**src/rtl/core/tief_pkg.sv**
```systemverilog
// ----------------------------------------------------------------------------
// tief_pkg
// Types and constants shared by the telnet filter / line editor modules.
// ----------------------------------------------------------------------------
package tief_pkg;

    // Edit operation codes as seen on the edit_op port
    localparam logic [2:0] EDIT_NONE    = 3'd0;
    localparam logic [2:0] EDIT_APPEND  = 3'd1;
    localparam logic [2:0] EDIT_DELETE  = 3'd2;
    localparam logic [2:0] EDIT_COMMIT  = 3'd3;
    localparam logic [2:0] EDIT_ABANDON = 3'd4;

    // Telnet command bytes
    localparam logic [7:0] TN_IAC = 8'd255;
    localparam logic [7:0] TN_SB  = 8'd250;
    localparam logic [7:0] TN_WILL = 8'd251;
    localparam logic [7:0] TN_DONT = 8'd254;
    localparam logic [7:0] TN_SE  = 8'd240;

    // Character codes
    localparam logic [7:0] CH_NUL   = 8'h00;
    localparam logic [7:0] CH_ETX   = 8'h03;
    localparam logic [7:0] CH_BS    = 8'h08;
    localparam logic [7:0] CH_LF    = 8'h0a;
    localparam logic [7:0] CH_CR    = 8'h0d;
    localparam logic [7:0] CH_SP    = 8'h20;
    localparam logic [7:0] CH_STAR  = 8'h2a;
    localparam logic [7:0] CH_C     = 8'h43;
    localparam logic [7:0] CH_CARET = 8'h5e;
    localparam logic [7:0] CH_DEL   = 8'h7f;

    // Editing action handed from the front end to the back end
    typedef enum logic [2:0] {
        ACT_APPEND,
        ACT_DELETE,
        ACT_DELETE_QUIET,
        ACT_COMMIT,
        ACT_ABANDON
    } act_kind_t;

    typedef struct packed {
        act_kind_t   kind;
        logic [7:0]  ch;     // appended character
        logic        mask;   // echo '*' instead of the character
        logic [8:0]  len;    // reported line length
    } action_t;

    // Index of the final result for each action
    function automatic logic [1:0] last_step(input act_kind_t kind);
        logic [1:0] s;
        s = 2'd0;
        case (kind)
            ACT_APPEND:       s = 2'd0;
            ACT_DELETE_QUIET: s = 2'd0;
            ACT_DELETE:       s = 2'd2;
            ACT_COMMIT:       s = 2'd1;
            ACT_ABANDON:      s = 2'd3;
            default:          s = 2'd0;
        endcase
        return s;
    endfunction

endpackage

```
**src/rtl/core/tief_front.sv**
```systemverilog
// ----------------------------------------------------------------------------
// tief_front
// Telnet command stripper and line length tracker; emits editing actions.
// ----------------------------------------------------------------------------
module tief_front
    import tief_pkg::*;
#(
    parameter int LINE_LIMIT = 256
)
(
    input  logic       clk,
    input  logic       rst_n,
    input  logic       accept,
    input  logic [7:0] data_byte,
    input  logic       last_of_packet,
    input  logic       password_mode,
    input  logic       discard,
    output logic       push,
    output action_t    push_data
);

    localparam int LEN_W = $clog2(LINE_LIMIT + 2);

    typedef enum logic [1:0] {
        CMD_NORMAL,
        CMD_AFTER_IAC,
        CMD_OPTION,
        CMD_SUBNEG
    } cmd_state_t;

    cmd_state_t       cmd_state_reg, cmd_state_next;
    logic             skip_reg, skip_next;
    logic [LEN_W-1:0] len_reg, len_next;
    logic [LEN_W-1:0] len_report;
    logic [31:0]      len_wide;

    // Low nine bits of the reported length
    assign len_wide = 32'(len_report);

    always_comb
    begin
        cmd_state_next = cmd_state_reg;
        skip_next      = skip_reg;
        len_next       = len_reg;
        len_report     = len_reg;
        push           = 1'b0;
        push_data.kind = ACT_APPEND;
        push_data.ch   = data_byte;
        push_data.mask = password_mode;
        push_data.len  = len_wide[8:0];

        if (accept && !discard)
        begin
            skip_next = 1'b0;
            if (skip_reg && (data_byte == CH_LF || data_byte == CH_NUL))
            begin
                // LF or NUL right after CR: dropped
            end
            else
            begin
                case (cmd_state_reg)
                    CMD_AFTER_IAC:
                    begin
                        if (data_byte == TN_SB)
                            cmd_state_next = CMD_SUBNEG;
                        else if (data_byte >= TN_WILL && data_byte <= TN_DONT)
                            cmd_state_next = CMD_OPTION;
                        else
                            cmd_state_next = CMD_NORMAL;
                    end
                    CMD_OPTION:
                        cmd_state_next = CMD_NORMAL;
                    CMD_SUBNEG:
                    begin
                        if (data_byte == TN_SE)
                            cmd_state_next = CMD_NORMAL;
                    end
                    default:
                    begin
                        if (data_byte == TN_IAC)
                        begin
                            cmd_state_next = CMD_AFTER_IAC;
                        end
                        else if (data_byte == CH_CR || data_byte == CH_LF)
                        begin
                            skip_next      = (data_byte == CH_CR) && !last_of_packet;
                            len_next       = '0;
                            push           = 1'b1;
                            push_data.kind = ACT_COMMIT;
                        end
                        else if (data_byte == CH_DEL || data_byte == CH_BS)
                        begin
                            if (len_reg != '0)
                            begin
                                len_next       = len_reg - 1'b1;
                                len_report     = len_reg - 1'b1;
                                push           = 1'b1;
                                push_data.kind = password_mode ? ACT_DELETE_QUIET
                                                               : ACT_DELETE;
                            end
                        end
                        else if (data_byte == CH_ETX)
                        begin
                            len_next       = '0;
                            len_report     = '0;
                            push           = 1'b1;
                            push_data.kind = ACT_ABANDON;
                        end
                        else if (data_byte >= CH_SP && len_reg <= LEN_W'(LINE_LIMIT))
                        begin
                            len_next       = len_reg + 1'b1;
                            len_report     = len_reg + 1'b1;
                            push           = 1'b1;
                            push_data.kind = ACT_APPEND;
                        end
                    end
                endcase
            end
        end
    end

    always_ff @(posedge clk or negedge rst_n)
    begin
        if (!rst_n)
        begin
            cmd_state_reg <= CMD_NORMAL;
            skip_reg      <= 1'b0;
            len_reg       <= '0;
        end
        else
        begin
            cmd_state_reg <= cmd_state_next;
            skip_reg      <= skip_next;
            len_reg       <= len_next;
        end
    end

    // Line never grows past one over the limit
    assert property (@(posedge clk) disable iff (!rst_n)
        len_reg <= LEN_W'(LINE_LIMIT + 1))
        else $error("tief_front: pending length over limit");

    // Edits only come from normal data
    assert property (@(posedge clk) disable iff (!rst_n)
        push |-> (cmd_state_reg == CMD_NORMAL && !discard))
        else $error("tief_front: action from command or discarded byte");

endmodule

```
**src/rtl/core/tief_queue.sv**
```systemverilog
// ----------------------------------------------------------------------------
// tief_queue
// Small register FIFO of editing actions between front and back end.
// ----------------------------------------------------------------------------
module tief_queue
    import tief_pkg::*;
#(
    parameter int DEPTH = 2
)
(
    input  logic    clk,
    input  logic    rst_n,
    input  logic    push,
    input  action_t push_data,
    input  logic    pop,
    output action_t head,
    output logic    empty,
    output logic    full
);

    localparam int PTR_W = (DEPTH > 1) ? $clog2(DEPTH) : 1;
    localparam int CNT_W = $clog2(DEPTH + 1);

    action_t          mem_reg [DEPTH];
    logic [PTR_W-1:0] wr_ptr_reg, rd_ptr_reg;
    logic [CNT_W-1:0] count_reg;

    assign empty = (count_reg == '0);
    assign full  = (count_reg == CNT_W'(DEPTH));
    assign head  = mem_reg[rd_ptr_reg];

    always_ff @(posedge clk)
    begin
        if (push)
            mem_reg[wr_ptr_reg] <= push_data;
    end

    always_ff @(posedge clk or negedge rst_n)
    begin
        if (!rst_n)
        begin
            wr_ptr_reg <= '0;
            rd_ptr_reg <= '0;
            count_reg  <= '0;
        end
        else
        begin
            if (push)
                wr_ptr_reg <= (wr_ptr_reg == PTR_W'(DEPTH - 1)) ? '0 : wr_ptr_reg + 1'b1;
            if (pop)
                rd_ptr_reg <= (rd_ptr_reg == PTR_W'(DEPTH - 1)) ? '0 : rd_ptr_reg + 1'b1;
            if (push && !pop)
                count_reg <= count_reg + 1'b1;
            else if (pop && !push)
                count_reg <= count_reg - 1'b1;
        end
    end

    assert property (@(posedge clk) disable iff (!rst_n) !(push && full))
        else $error("tief_queue: write into full queue");

    assert property (@(posedge clk) disable iff (!rst_n) !(pop && empty))
        else $error("tief_queue: read from empty queue");

endmodule

```
**src/rtl/core/tief_back.sv**
```systemverilog
// ----------------------------------------------------------------------------
// tief_back
// Expands each editing action into its echo transactions, one per cycle while the output is not stalled.
// ----------------------------------------------------------------------------
module tief_back
    import tief_pkg::*;
(
    input  logic       clk,
    input  logic       rst_n,
    input  action_t    head,
    input  logic       empty,
    output logic       pop,
    output logic       out_valid,
    input  logic       out_ready,
    output logic       echo_valid,
    output logic [7:0] echo_byte,
    output logic [2:0] edit_op,
    output logic [7:0] edit_char,
    output logic [8:0] line_length,
    output logic       last
);

    logic [1:0] step_reg;
    logic       out_valid_reg;
    logic       echo_valid_reg;
    logic [7:0] echo_byte_reg;
    logic [2:0] edit_op_reg;
    logic [7:0] edit_char_reg;
    logic [8:0] line_length_reg;
    logic       last_reg;

    logic       load;
    logic       is_last;
    logic       r_echo_valid;
    logic [7:0] r_echo_byte;
    logic [2:0] r_op;

    assign load    = !empty && (!out_valid_reg || out_ready);
    assign is_last = (step_reg == last_step(head.kind));
    assign pop     = load && is_last;

    always_comb
    begin
        r_echo_valid = 1'b1;
        r_echo_byte  = CH_NUL;
        r_op         = EDIT_NONE;
        case (head.kind)
            ACT_APPEND:
            begin
                r_echo_byte = head.mask ? CH_STAR : head.ch;
                r_op        = EDIT_APPEND;
            end
            ACT_DELETE_QUIET:
            begin
                r_echo_valid = 1'b0;
                r_op         = EDIT_DELETE;
            end
            ACT_DELETE:
            begin
                r_echo_byte = (step_reg == 2'd1) ? CH_SP : CH_BS;
                r_op        = EDIT_DELETE;
            end
            ACT_COMMIT:
            begin
                r_echo_byte = (step_reg == 2'd0) ? CH_CR : CH_LF;
                r_op        = EDIT_COMMIT;
            end
            ACT_ABANDON:
            begin
                case (step_reg)
                    2'd0:    r_echo_byte = CH_CARET;
                    2'd1:    r_echo_byte = CH_C;
                    2'd2:    r_echo_byte = CH_CR;
                    default: r_echo_byte = CH_LF;
                endcase
                r_op = EDIT_ABANDON;
            end
            default:
            begin
                r_echo_valid = 1'b0;
            end
        endcase
    end

    always_ff @(posedge clk or negedge rst_n)
    begin
        if (!rst_n)
        begin
            step_reg      <= 2'd0;
            out_valid_reg <= 1'b0;
        end
        else
        begin
            if (load)
                step_reg <= is_last ? 2'd0 : step_reg + 2'd1;
            if (load)
                out_valid_reg <= 1'b1;
            else if (out_ready)
                out_valid_reg <= 1'b0;
        end
    end

    always_ff @(posedge clk)
    begin
        if (load)
        begin
            echo_valid_reg  <= r_echo_valid;
            echo_byte_reg   <= r_echo_byte;
            edit_op_reg     <= (step_reg == 2'd0) ? r_op : EDIT_NONE;
            edit_char_reg   <= (head.kind == ACT_APPEND) ? head.ch : CH_NUL;
            line_length_reg <= head.len;
            last_reg        <= is_last;
        end
    end

    assign out_valid   = out_valid_reg;
    assign echo_valid  = echo_valid_reg;
    assign echo_byte   = echo_byte_reg;
    assign edit_op     = edit_op_reg;
    assign edit_char   = edit_char_reg;
    assign line_length = line_length_reg;
    assign last        = last_reg;

    // Silent result only for a masked delete, which is a single transaction
    assert property (@(posedge clk) disable iff (!rst_n)
        (out_valid_reg && !echo_valid_reg) |-> (last_reg && edit_op_reg == EDIT_DELETE))
        else $error("tief_back: unexpected silent result");

    // Step counter stays within the action being expanded
    assert property (@(posedge clk) disable iff (!rst_n)
        !empty |-> (step_reg <= last_step(head.kind)))
        else $error("tief_back: step past end of action");

endmodule

```
**src/rtl/core/telnet_iac_filter_line_editor.sv**
```systemverilog
// A byte's first result is registered in the action queue and then in the back end's output register.
// Rates: one byte per cycle in while the queue is not full, one result per cycle out while
//   out_ready is high; a byte gives k results (k = 1..4), and bytes with no result use no output slot.
// The result expander in the back end sets the sustained rate; the action queue
//   lets the front end keep taking bytes while the back end works.
// Reset (rst_n, async, active low) returns command state, CR skip mark and line length to zero.
// ----------------------------------------------------------------------------
// telnet_iac_filter_line_editor
// Telnet receive filter and line editor: strips IAC command sequences and
// subnegotiation, tracks the pending line length and produces echo
// transactions for appends, deletes, commits and abandons.
// ----------------------------------------------------------------------------
module telnet_iac_filter_line_editor
    import tief_pkg::*;
#(
    parameter int LINE_LIMIT  = 256,
    parameter int QUEUE_DEPTH = 2
)
(
    input  logic       clk,
    input  logic       rst_n,

    // Received byte channel
    input  logic       in_valid,
    output logic       in_ready,
    input  logic [7:0] data_byte,
    input  logic       last_of_packet,
    input  logic       password_mode,
    input  logic       discard,

    // Echo / edit result channel
    output logic       out_valid,
    input  logic       out_ready,
    output logic       echo_valid,
    output logic [7:0] echo_byte,
    output logic [2:0] edit_op,
    output logic [7:0] edit_char,
    output logic [8:0] line_length,
    output logic       last
);

    logic    accept;
    logic    push;
    action_t push_data;
    logic    pop;
    action_t head;
    logic    empty;
    logic    full;

    // Every byte is classified in the cycle it is taken; only bytes that
    // cause an edit are queued, so ready depends on queue space alone.
    assign in_ready = !full;
    assign accept   = in_valid && in_ready;

    // Front end: IAC stripping, CR/LF skip and line length bookkeeping
    tief_front #(
        .LINE_LIMIT (LINE_LIMIT)
    ) u_front (
        .clk            (clk),
        .rst_n          (rst_n),
        .accept         (accept),
        .data_byte      (data_byte),
        .last_of_packet (last_of_packet),
        .password_mode  (password_mode),
        .discard        (discard),
        .push           (push),
        .push_data      (push_data)
    );

    // Decoupling queue of pending edit actions
    tief_queue #(
        .DEPTH (QUEUE_DEPTH)
    ) u_queue (
        .clk       (clk),
        .rst_n     (rst_n),
        .push      (push),
        .push_data (push_data),
        .pop       (pop),
        .head      (head),
        .empty     (empty),
        .full      (full)
    );

    // Back end: one echo transaction per cycle into the output register while out_ready does not stall it
    tief_back u_back (
        .clk         (clk),
        .rst_n       (rst_n),
        .head        (head),
        .empty       (empty),
        .pop         (pop),
        .out_valid   (out_valid),
        .out_ready   (out_ready),
        .echo_valid  (echo_valid),
        .echo_byte   (echo_byte),
        .edit_op     (edit_op),
        .edit_char   (edit_char),
        .line_length (line_length),
        .last        (last)
    );

endmodule

```
**config.mk**
```make
export PLATFORM = sky130hd
export DESIGN_NAME = telnet_iac_filter_line_editor
export DESIGN_NICKNAME = d
export VERILOG_FILES = /design/src/rtl/core/tief_pkg.sv /design/src/rtl/core/tief_front.sv /design/src/rtl/core/tief_queue.sv /design/src/rtl/core/tief_back.sv /design/src/rtl/core/telnet_iac_filter_line_editor.sv
export SDC_FILE = /design/constraint.sdc
export NUM_CORES = 1
export LEC_CHECK = 0
export BUFFER_PORTS_ARGS = -buffer_cell sky130_fd_sc_hd__buf_2
export CORE_MARGIN = 2
export CORE_UTILIZATION = 61
export CTS_CLUSTER_DIAMETER = 100
export DETAILED_ROUTE_END_ITERATION = 10
export GPL_ROUTABILITY_DRIVEN = 0
export GPL_TIMING_DRIVEN = 0
export PLACE_DENSITY = 0.83
export SYNTH_ARGS = -nofsm -noshare
export SYNTH_HDL_FRONTEND = slang
export SYNTH_SLANG_ARGS = --single-unit
```
**constraint.sdc**
```tcl
create_clock -name clk -period 5.1 [get_ports clk]
set_input_delay 0.765 -clock clk [delete_from_list [all_inputs] [get_ports clk]]
set_output_delay 0.765 -clock clk [all_outputs]
set_load 0.01 [all_outputs]
```
* After elaboration in Yosys (flattened, before gate mapping) *
Memory sizes are Yosys's and may differ from the RTL's.
Cells that the tools add are included.

word-level totals
  bits in registers = 49
  RAM bits = 42
  input port bits = 15
  output and inout port bits = 32
  logic and storage cells = 137
  memories kept = 1

memory list
  name             depth  width  read ports  clocked after Yosys merged registers in  write ports  line              RTL
  u_queue.mem_reg  2      21     1           0                                        1            tief_queue.sv:24  action_t mem_reg [DEPTH];

cells by class
  add/subtract/negate cells = 7
  $lt $le $gt $ge = 4
  equal/unequal tests = 20
  muxes and demuxes = 54
  bitwise logic cells = 3
  reduce and logical (&&, ||, !) cells = 34

operators with widths
  operator               number
  $mux W9                10
  $pmux W8 S4            1
  $mux W3                9
  $eq A8 B4 Y1 const B   3
  $eq A8 B8 Y1 const B   3
  $pmux W7 S3            1
  $mux W1                20
  $mux W2                8
  $pmux W2 S3            2
  $pmux W3 S4            1
  $logic_and A1 B1 Y1    10
  $add A9 B1 Y9 const B  1
  $le A9 B9 Y1 const B   1
  $reduce_bool A9 Y1     1
  $sub A9 B1 Y9 const B  1
  $eq A2 B2 Y1 const B   4
  $eq A8 B2 Y1 const B   1
  $eq A8 B7 Y1 const B   1
  $ge A8 B6 Y1 const B   1
  $ge A8 B8 Y1 const B   1
  $le A8 B8 Y1 const B   1
  $logic_not A8 Y1       1
  $mux W8                1
  $reduce_and A4 Y1      2
  20 further kinds       37

* Logic depth before layout (Yosys ltp) *
Gate-level depths: netlist (run 1).

  word-level depth = 14
  mapped depth = 12
  depth with buffers taken out = 11

* Modules after synthesis *
A second synthesis (run 1) with hierarchy kept.

unflattened totals
  cell total of the unflattened synthesis = 368
  area, all modules = 4533.1 sq um

modules (own cells, without submodules)
  module                         instances  cells an instance  area each (sq um)  sequential area each (sq um)
  tief_queue                     1          81                 1706.6             1361.3
  tief_back                      1          104                1448.9             975.9
  tief_front                     1          181                1367.6             300.3
  telnet_iac_filter_line_editor  1          2                  10.0               0.0

* Worst setup path after synthesis (run 1) *
No wires, ideal clock.

  kind = input -> register
  from = input port out_ready
  to = register u_queue.count_reg[1]
  setup time = 0.079 ns
  arrival time = 3.408 ns
  required time = 5.021 ns
  slack = 1.613 ns
  stages on the path = 7
  buffers on the path = 0
  cell sequence = inv_1 > a21oi_1 > nand2_1 > ha_1 > xor2_1 > nor2_1 > xor2_1

between the ends
  cells in the longest elaborated chain, start to end = 6
  elaborated cells between the ends (all ways) = 8

RTL lines
  item                                           line                                 RTL
  start: declaration                             telnet_iac_filter_line_editor.sv:33  input logic out_ready,
  $logic_or A1 B1 Y1 *                           tief_back.sv:38                      assign load = !empty && (!out_valid_reg || out_ready);
  $logic_and A1 B1 Y1 *                          tief_back.sv:38
  named net u_back.load                          tief_back.sv:32                      logic load;
  $logic_and A1 B1 Y1 *                          tief_back.sv:40                      assign pop = load && is_last;
  $logic_not A1 Y1                               tief_queue.sv:52                     if (push && !pop)
  $logic_and A1 B1 Y1                            tief_queue.sv:52
  $mux W2 or $reduce_bool A2 Y1 (tied branches)  n/a
  end signal: assignment                         tief_queue.sv:53                     count_reg <= count_reg + 1'b1;
  end signal: assignment                         tief_queue.sv:55                     count_reg <= count_reg - 1'b1;
  end: declaration                               tief_queue.sv:26                     logic [CNT_W-1:0] count_reg;

Mark *: on every way through the listed nets, which the timed path passes. The rest lies on a longest branch.
A chain may end at the register's enable or synchronous reset.

* Worst setup path after layout (run 1) *
  from = register u_front.len_reg[0]
  to = memory u_queue.mem_reg[1][13] (netlist bit), enable pin

between the ends
  cells in the longest elaborated chain, start to end = 12
  elaborated cells between the ends (all ways) = 14

RTL lines
  item                             line                                 RTL
  start: declaration               tief_front.sv:33                     logic [LEN_W-1:0] len_reg, len_next;
  start signal: assignment         tief_front.sv:134                    len_reg <= len_next;
  $le A9 B9 Y1                     tief_front.sv:109                    else if (data_byte >= CH_SP && len_reg <= LEN_W'(LINE_LIMIT))
  $logic_and A1 B1 Y1              tief_front.sv:109
  $mux W1                          tief_front.sv:109
  $mux W1                          tief_front.sv:102                    else if (data_byte == CH_ETX)
  $mux W1 *                        tief_front.sv:91                     else if (data_byte == CH_DEL || data_byte == CH_BS)
  $mux W1 *                        tief_front.sv:84                     else if (data_byte == CH_CR || data_byte == CH_LF)
  $mux W1 *                        tief_front.sv:80                     if (data_byte == TN_IAC)
  $mux W1 *                        tief_front.sv:61                     case (cmd_state_reg)
  $mux W1 *                        tief_front.sv:55                     if (skip_reg && (data_byte == CH_LF || data_byte == CH_NUL))
  $mux W1 *                        tief_front.sv:52                     if (accept && !discard)
  named net push                   telnet_iac_filter_line_editor.sv:43  logic push;
  $mux W1 *                        tief_queue.sv:34                     if (push)
  $mux W1 (not written as such) *  tief_queue.sv:35                     mem_reg[wr_ptr_reg] <= push_data;
  end: declaration                 tief_queue.sv:24

Marked as above.

==> results.md, run 1 <==
* R2R depth at 9
* Worst-Margin Slew at 1.00 ns
* Hold-fix buffers at CTS at 0
* Outcome: completed
* Yosys warning count at 0
* CP delay by family, top: simple AND/OR/NAND/NOR gates
* Final Total Pwr at 2.47 mW
* Worst r2r src: u_front.len_reg[0]$_DFFE_PN0P_
* RSZ-0062 raised after global routing: no
* Slowest CP cell: and2_1
* DRC viols at 0
* WL per Instance at 17.3 µm
* EDFF count, synth at 72
* Ys async rst share at 0.209
* Synthesized Nets at 400
* Worst-Skew Late Latency at 0.37 ns
* Initial Util at 0.622
* Unique masters post-synth at 62
* Worst-path clk slew at 0.10 ns
* Worst Setup End Kind: flip-flop
* Worst setup SP type: flip-flop
* Leakage at 1.96 nW
* Antenna diode count at 0
* Sequential-to-total area share from yosys stat at 0.591
* Setup violations, final at 0
* Fmax at 272 MHz
* Via density at 6.18
* CP peak stage delay at 0.86 ns
* Clock Skew at 0.0169 ns
* Buf+Inv Stages, Crit Path at 2
* DR iter-0 viols at 340
* Final Hold Vio Count at 0
* Detailed Route WL at 9280 µm
* FF-to-FF End: u_queue.mem_reg[1][13]$_DFFE_PP_
* Fin crit period at 3.68 ns
* CTS sink cnt at 91
* Power per cell area at 488 nW/µm²
* Seq cells post-synth at 91
* Vias in the first global route at 2993
* Synth area leader: edfxtp_1
* # Max-Cap Violations at 0
* Core area at 7180 µm²
* DR vias at 3310
* Mapped Cells at 373
* Rel. slew slack at 0.332
* CTS root buf: clkbuf_8
* # nets final at 459
* Row cnt at 31
* First-pass GRT wire length at 14600 µm
* Top cells by area, synth: edfxtp_1, dfrtp_1, ha_1
* Fin crit share at 0.721
* Top cell type's share of synthesized area at 0.484
* CP Cell Sequence: inv_1 -> ha_1 -> or3b_4 -> buf_6 -> o31a_1 -> nor2_1 -> o22ai_1 -> a21oi_2 -> and2_1
* WP data required at 5.09 ns
* Setup bufs post-CTS at 0
* Gr ovfl total at 0
* Number of flip-flops in the largest register at 42
* Total CTS buffers at 9
* Max clock buf depth at 2
* Io pins at 47
* Most frequent cell after synthesis: edfxtp_1
* Post-route ant nets at 0
* H-tree depth at 3
* DP HPWL at 6360 µm
* Area Growth Syn to Fin at 13.4%
* CP Data Arrival Time at 3.66 ns
* Top_reg_cell synth: edfxtp_1
* Syn Area/Cell at 12.0 µm²
* CP Class: reg2reg
* Pin count of the biggest net entering global routing at 34
* Drt pass-1 iters at 5
* Maximum vdd drop at 287 µV
* Commonest cells post-synth: edfxtp_1, nor2_1, nand2_1
* Die Span X at 89.6 µm
* Layout cells sized above 1 at 0.217
* Chip height at 89.6 µm
* Aggregate global-route resource usage at 0.245
* # resized after CTS at 0
* Port buffer count at 46
* Mapped Area at 4460 µm²
* Max-slew violation count at 0
* Max FO, Critical Path at 21
* Hold crit path type: in2async
* CTS tree: yes
* Die area at 8020 µm²
* R2R Setup Slk at 1.42 ns
* Initial antenna violation count at 0
* Setup TNS at 0 ns
-- area by class of cell --
class	instances	area, µm²
repair buffers	48	265
flip-flops and latches	91	2640
clock buffers	11	131
plain buffers	15	90.1
multi-input cells	256	1710
well taps	99	124
inverters	11	41.3
fillers	514	2110
clock inverters	5	62.6
-- power breakdown --
| part | internal (mW) | leakage, nW | switching, mW | total (mW) |
|---|---|---|---|---|
| Combinational | 0.348 | 0.951 | 0.523 | 0.870 |
| Sequential | 1.03 | 0.918 | 0.0747 | 1.10 |
| Clock | 0.230 | 0.0901 | 0.263 | 0.492 |
-- stage by stage --
stage / std cells / setup WS, ns / util / hold WS (ns) / cell area, µm²
finish: 536 / 1.42 / 0.705 / 0.333 / 5060
global route: 536 / 1.24 / 0.705 / 0.375 / 5060
CTS: 536 / 1.46 / 0.705 / 0.351 / 5060
detailed placement: 520 / 1.20 / 0.678 / 0.488 / 4870
global placement: 518 / 0.604 / 0.671 / 0.468 / 4820
floorplan: 373 / 1.61 / - / 0.455 / 4460
-- worst reg2reg max path, stage by stage (launching register included) --
cell     delay (ns)
dfrtp_1        0.45
inv_1          0.13
ha_1           0.23
or3b_4         0.40
buf_6          0.14
o31a_1         0.35
nor2_1         0.13
o22ai_1        0.18
a21oi_2        0.41
and2_1         0.86
-- worst max path at each step --
stage                              startpoint                                to  cells past startpoint
2_1_floorplan                       out_ready  u_queue.count_reg[1]$_DFFE_PN0P_                      7
3_3_place_gp                        out_ready  u_queue.count_reg[1]$_DFFE_PN0P_                      8
3_5_place_dp                     data_byte[1]   u_queue.mem_reg[1][4]$_DFFE_PP_                      8
4_1_cts        u_front.len_reg[0]$_DFFE_PN0P_  u_queue.mem_reg[1][12]$_DFFE_PP_                      9
5_1_grt        u_front.len_reg[0]$_DFFE_PN0P_  u_queue.mem_reg[1][13]$_DFFE_PP_                      9
6_report       u_front.len_reg[0]$_DFFE_PN0P_  u_queue.mem_reg[1][13]$_DFFE_PP_                      9
-- layer usage --
| layer | vias up | global-route usage | wire length (µm) | part of all wire |
|---|---|---|---|---|
| met5 | - | 0 | 0 | 0 |
| met4 | 0 | 0.0909 | 233 | 0.025 |
| met3 | 35 | 0.0471 | 643 | 0.069 |
| met2 | 174 | 0.398 | 4460 | 0.48 |
| met1 | 1571 | 0.330 | 3940 | 0.42 |
| li1 | 1530 | - | - | - |
-- cell usage in the layout, fill, tap and decap left out, types with 3 or more instances in the layout --
master / n
inv_1: 11
nand4_1: 5
a41oi_1: 3
xor2_1: 4
mux2_2: 11
mux2i_1: 13
o21ai_0: 14
clkbuf_1: 7
clkbuf_8: 9
nand3_1: 9
or3_1: 4
nor3_1: 16
a31oi_1: 3
dfrtp_1: 19
buf_2: 48
nand2b_1: 5
edfxtp_1: 72
nor4_1: 3
a21oi_1: 22
nand3b_1: 5
nand2_1: 29
nor2_1: 33
ha_1: 12
buf_4: 4
and2_1: 7
o22ai_1: 5
or3b_2: 3
o211ai_1: 3
-- cells by family after synthesis --
family,count (synthesis),share of synthesized area
adder cells (fa/ha/maj),12,0.0336
AO/OA/AOI/OAI,75,0.111
multiplexers,24,0.0569
buffers and inverters,26,0.0294
flip-flops,91,0.591
AND/OR/NAND/NOR,139,0.167
XOR/XNOR,6,0.0118
Power figures use the tool's default switching activity.
==> inputs of run 2 (changes only) <==
--- a/config.mk
+++ b/config.mk
@@ -7,12 +7,12 @@
 export LEC_CHECK = 0
 export BUFFER_PORTS_ARGS = -buffer_cell sky130_fd_sc_hd__buf_2
 export CORE_MARGIN = 2
-export CORE_UTILIZATION = 61
+export CORE_UTILIZATION = 53
 export CTS_CLUSTER_DIAMETER = 100
 export DETAILED_ROUTE_END_ITERATION = 10
 export GPL_ROUTABILITY_DRIVEN = 0
 export GPL_TIMING_DRIVEN = 0
-export PLACE_DENSITY = 0.83
+export PLACE_DENSITY = 0.77
 export SYNTH_ARGS = -nofsm -noshare
 export SYNTH_HDL_FRONTEND = slang
 export SYNTH_SLANG_ARGS = --single-unit
==> constraint.sdc (replaced) <==
create_clock -name clk -period 3 [get_ports clk]
set_input_delay 0.45 -clock clk [delete_from_list [all_inputs] [get_ports clk]]
set_output_delay 0.45 -clock clk [all_outputs]
set_load 0.01 [all_outputs]
==> run 2 against run 1 <==
  * Clock power up 73%
  * Hold slack got worse by 0.28 ns
  * Die area increased by 14%
  * Total power grew 74%
  * Cell area increased by 2.5%
  * Sequential share of layout area shrank 1.3 points
  * Via count rose by 0.57%
  * Critical path depth did not move
  * Utilization decreased by 7.1 points
  * Critical endpoint is now u_queue.mem_reg[1][19]$_DFFE_PP_
  * Highest routed layer unchanged
==> results.md, run 2 (synthesis gave the netlist of run 1 again) <==
* Via density at 6.04
* Hold crit path type: in2async
* CP Data Arrival Time at 3.01 ns
* Crit. Startpoint: u_front.len_reg[1]$_DFFE_PN0P_
* CTS sink cnt at 91
* DP HPWL at 6240 µm
* Commonest non-fill, non-tap cell in the layout: edfxtp_1
* Worst Setup End Kind: flip-flop
* Chip height at 95.8 µm
* Hold_ws at 0.0522 ns
* Clock Skew at 0.0164 ns
* Maximum vdd drop at 435 µV
* Port buffer count at 46
* # nets final at 468
* Number of flip-flops in the largest register at 42
* Detailed Route WL at 9580 µm
* Setup TNS at 0 ns
* First-pass GRT wire length at 14900 µm
* CTS tree: yes
* Most frequent cells in the layout: edfxtp_1, buf_2, nor2_1
* Io pins at 47
* Antenna diode count at 0
* R2R Setup Slk at 0.04 ns
* CTS root buf: clkbuf_8
* Total CTS buffers at 9
* Vias in the first global route at 3047
* Area Growth Syn to Fin at 16.2%
* Fmax at 338 MHz
* Worst-Skew Late Latency at 0.36 ns
* Max clock buf depth at 2
* Initial Util at 0.546
* Final Total Pwr at 4.29 mW
* Rel. slew slack at 0.433
* DR vias at 3329
* DR iter-0 viols at 277
* Aggregate global-route resource usage at 0.216
* Worst setup SP type: flip-flop
* Layout cells sized above 1 at 0.242
* Max FO, Critical Path at 10
* Worst-path clk slew at 0.09 ns
* H-tree depth at 3
* Worst-Margin Slew at 0.843 ns
* Pin count of the biggest net entering global routing at 27
* Die area at 9170 µm²
* R2R depth at 9
* Leakage at 2.02 nW
* WP data required at 3.04 ns
* WL per Instance at 17.4 µm
* FF-to-FF End: u_queue.mem_reg[1][19]$_DFFE_PP_
* CP Class: reg2reg
* Setup violations, final at 0
* Gr ovfl total at 0
* Row cnt at 33
* Core area at 8180 µm²
* Final Hold Vio Count at 0
* Max-slew violation count at 0
* DRC viols at 0
* Die Span X at 95.8 µm
* Fin crit share at 0.987
* Fin crit period at 2.96 ns
* Worst r2r src: u_front.len_reg[1]$_DFFE_PN0P_
* Drt pass-1 iters at 5
* # Max-Cap Violations at 0
* Initial antenna violation count at 0
* Power per cell area at 826 nW/µm²
* Outcome: completed
* Post-route ant nets at 0
## run 2: cell count changes in the layout (fill, tap and decap cells not counted), moves of 2 or more
cell	change
buf_4	+7
clkinvlp_4	-2
clkinv_1	+2
nor2b_4	+2
clkbuf_1	-2
## run 2: area by class of cell
type	instances	area, µm²
clock inverters	7	75.1
multi-input cells	258	1760
clock buffers	9	124
inverters	11	41.3
well taps	105	131
plain buffers	15	90.1
fillers	621	2990
flip-flops and latches	91	2640
repair buffers	55	330
## run 2: worst max-delay path, cell delays in order (launching register included)
cell and delay (ns):
dfrtp_1 0.43, inv_1 0.11, ha_2 0.22, or3b_4 0.38, buf_6 0.14, o31a_1 0.35
nor2_1 0.17, o22ai_2 0.15, a21oi_4 0.31, and2_2 0.38
## run 2: worst max-delay path by stage
stage | to | slack, ns
floorplan | u_queue.mem_reg[1][0]$_DFFE_PP_ | 0.06
global placement | u_queue.mem_reg[1][6]$_DFFE_PP_ | -0.44
detailed placement | u_queue.mem_reg[1][6]$_DFFE_PP_ | -0.50
CTS | u_queue.mem_reg[0][20]$_DFFE_PP_ | 0.03
global route | u_queue.count_reg[1]$_DFFE_PN0P_ | -0.03
finish | u_queue.mem_reg[1][19]$_DFFE_PP_ | 0.04
## run 2: per-layer routing
metal	wire length, µm	track usage
met5	0	0
met4	348	0.112
met3	707	0.0525
met2	4470	0.333
met1	4050	0.287
## run 2: power by group
part | internal (mW) | switching [mW]
clock network | 0.393 | 0.457
logic | 0.640 | 0.914
registers | 1.75 | 0.131
## run 2: repair_timing
action / CTS / global route
setup endpoints to repair: 43 / 45
gates resized for setup: 4 / 3
pin swaps: 1 / 1
hold buffers: 0 / 0
setup buffers: 3 / 5
gates cloned: 1 / 1
## run 2: stage by stage
stage	cells	area (µm²)	utilization	worst slack, ns
3_3_place_gp	524	4840	0.592	-0.442
3_5_place_dp	525	4870	0.596	-0.499
4_1_cts	545	5120	0.626	0.0328
2_1_floorplan	373	4480	-	0.0587
5_1_grt	551	5190	0.634	-0.0265
6_report	551	5190	0.634	0.0378
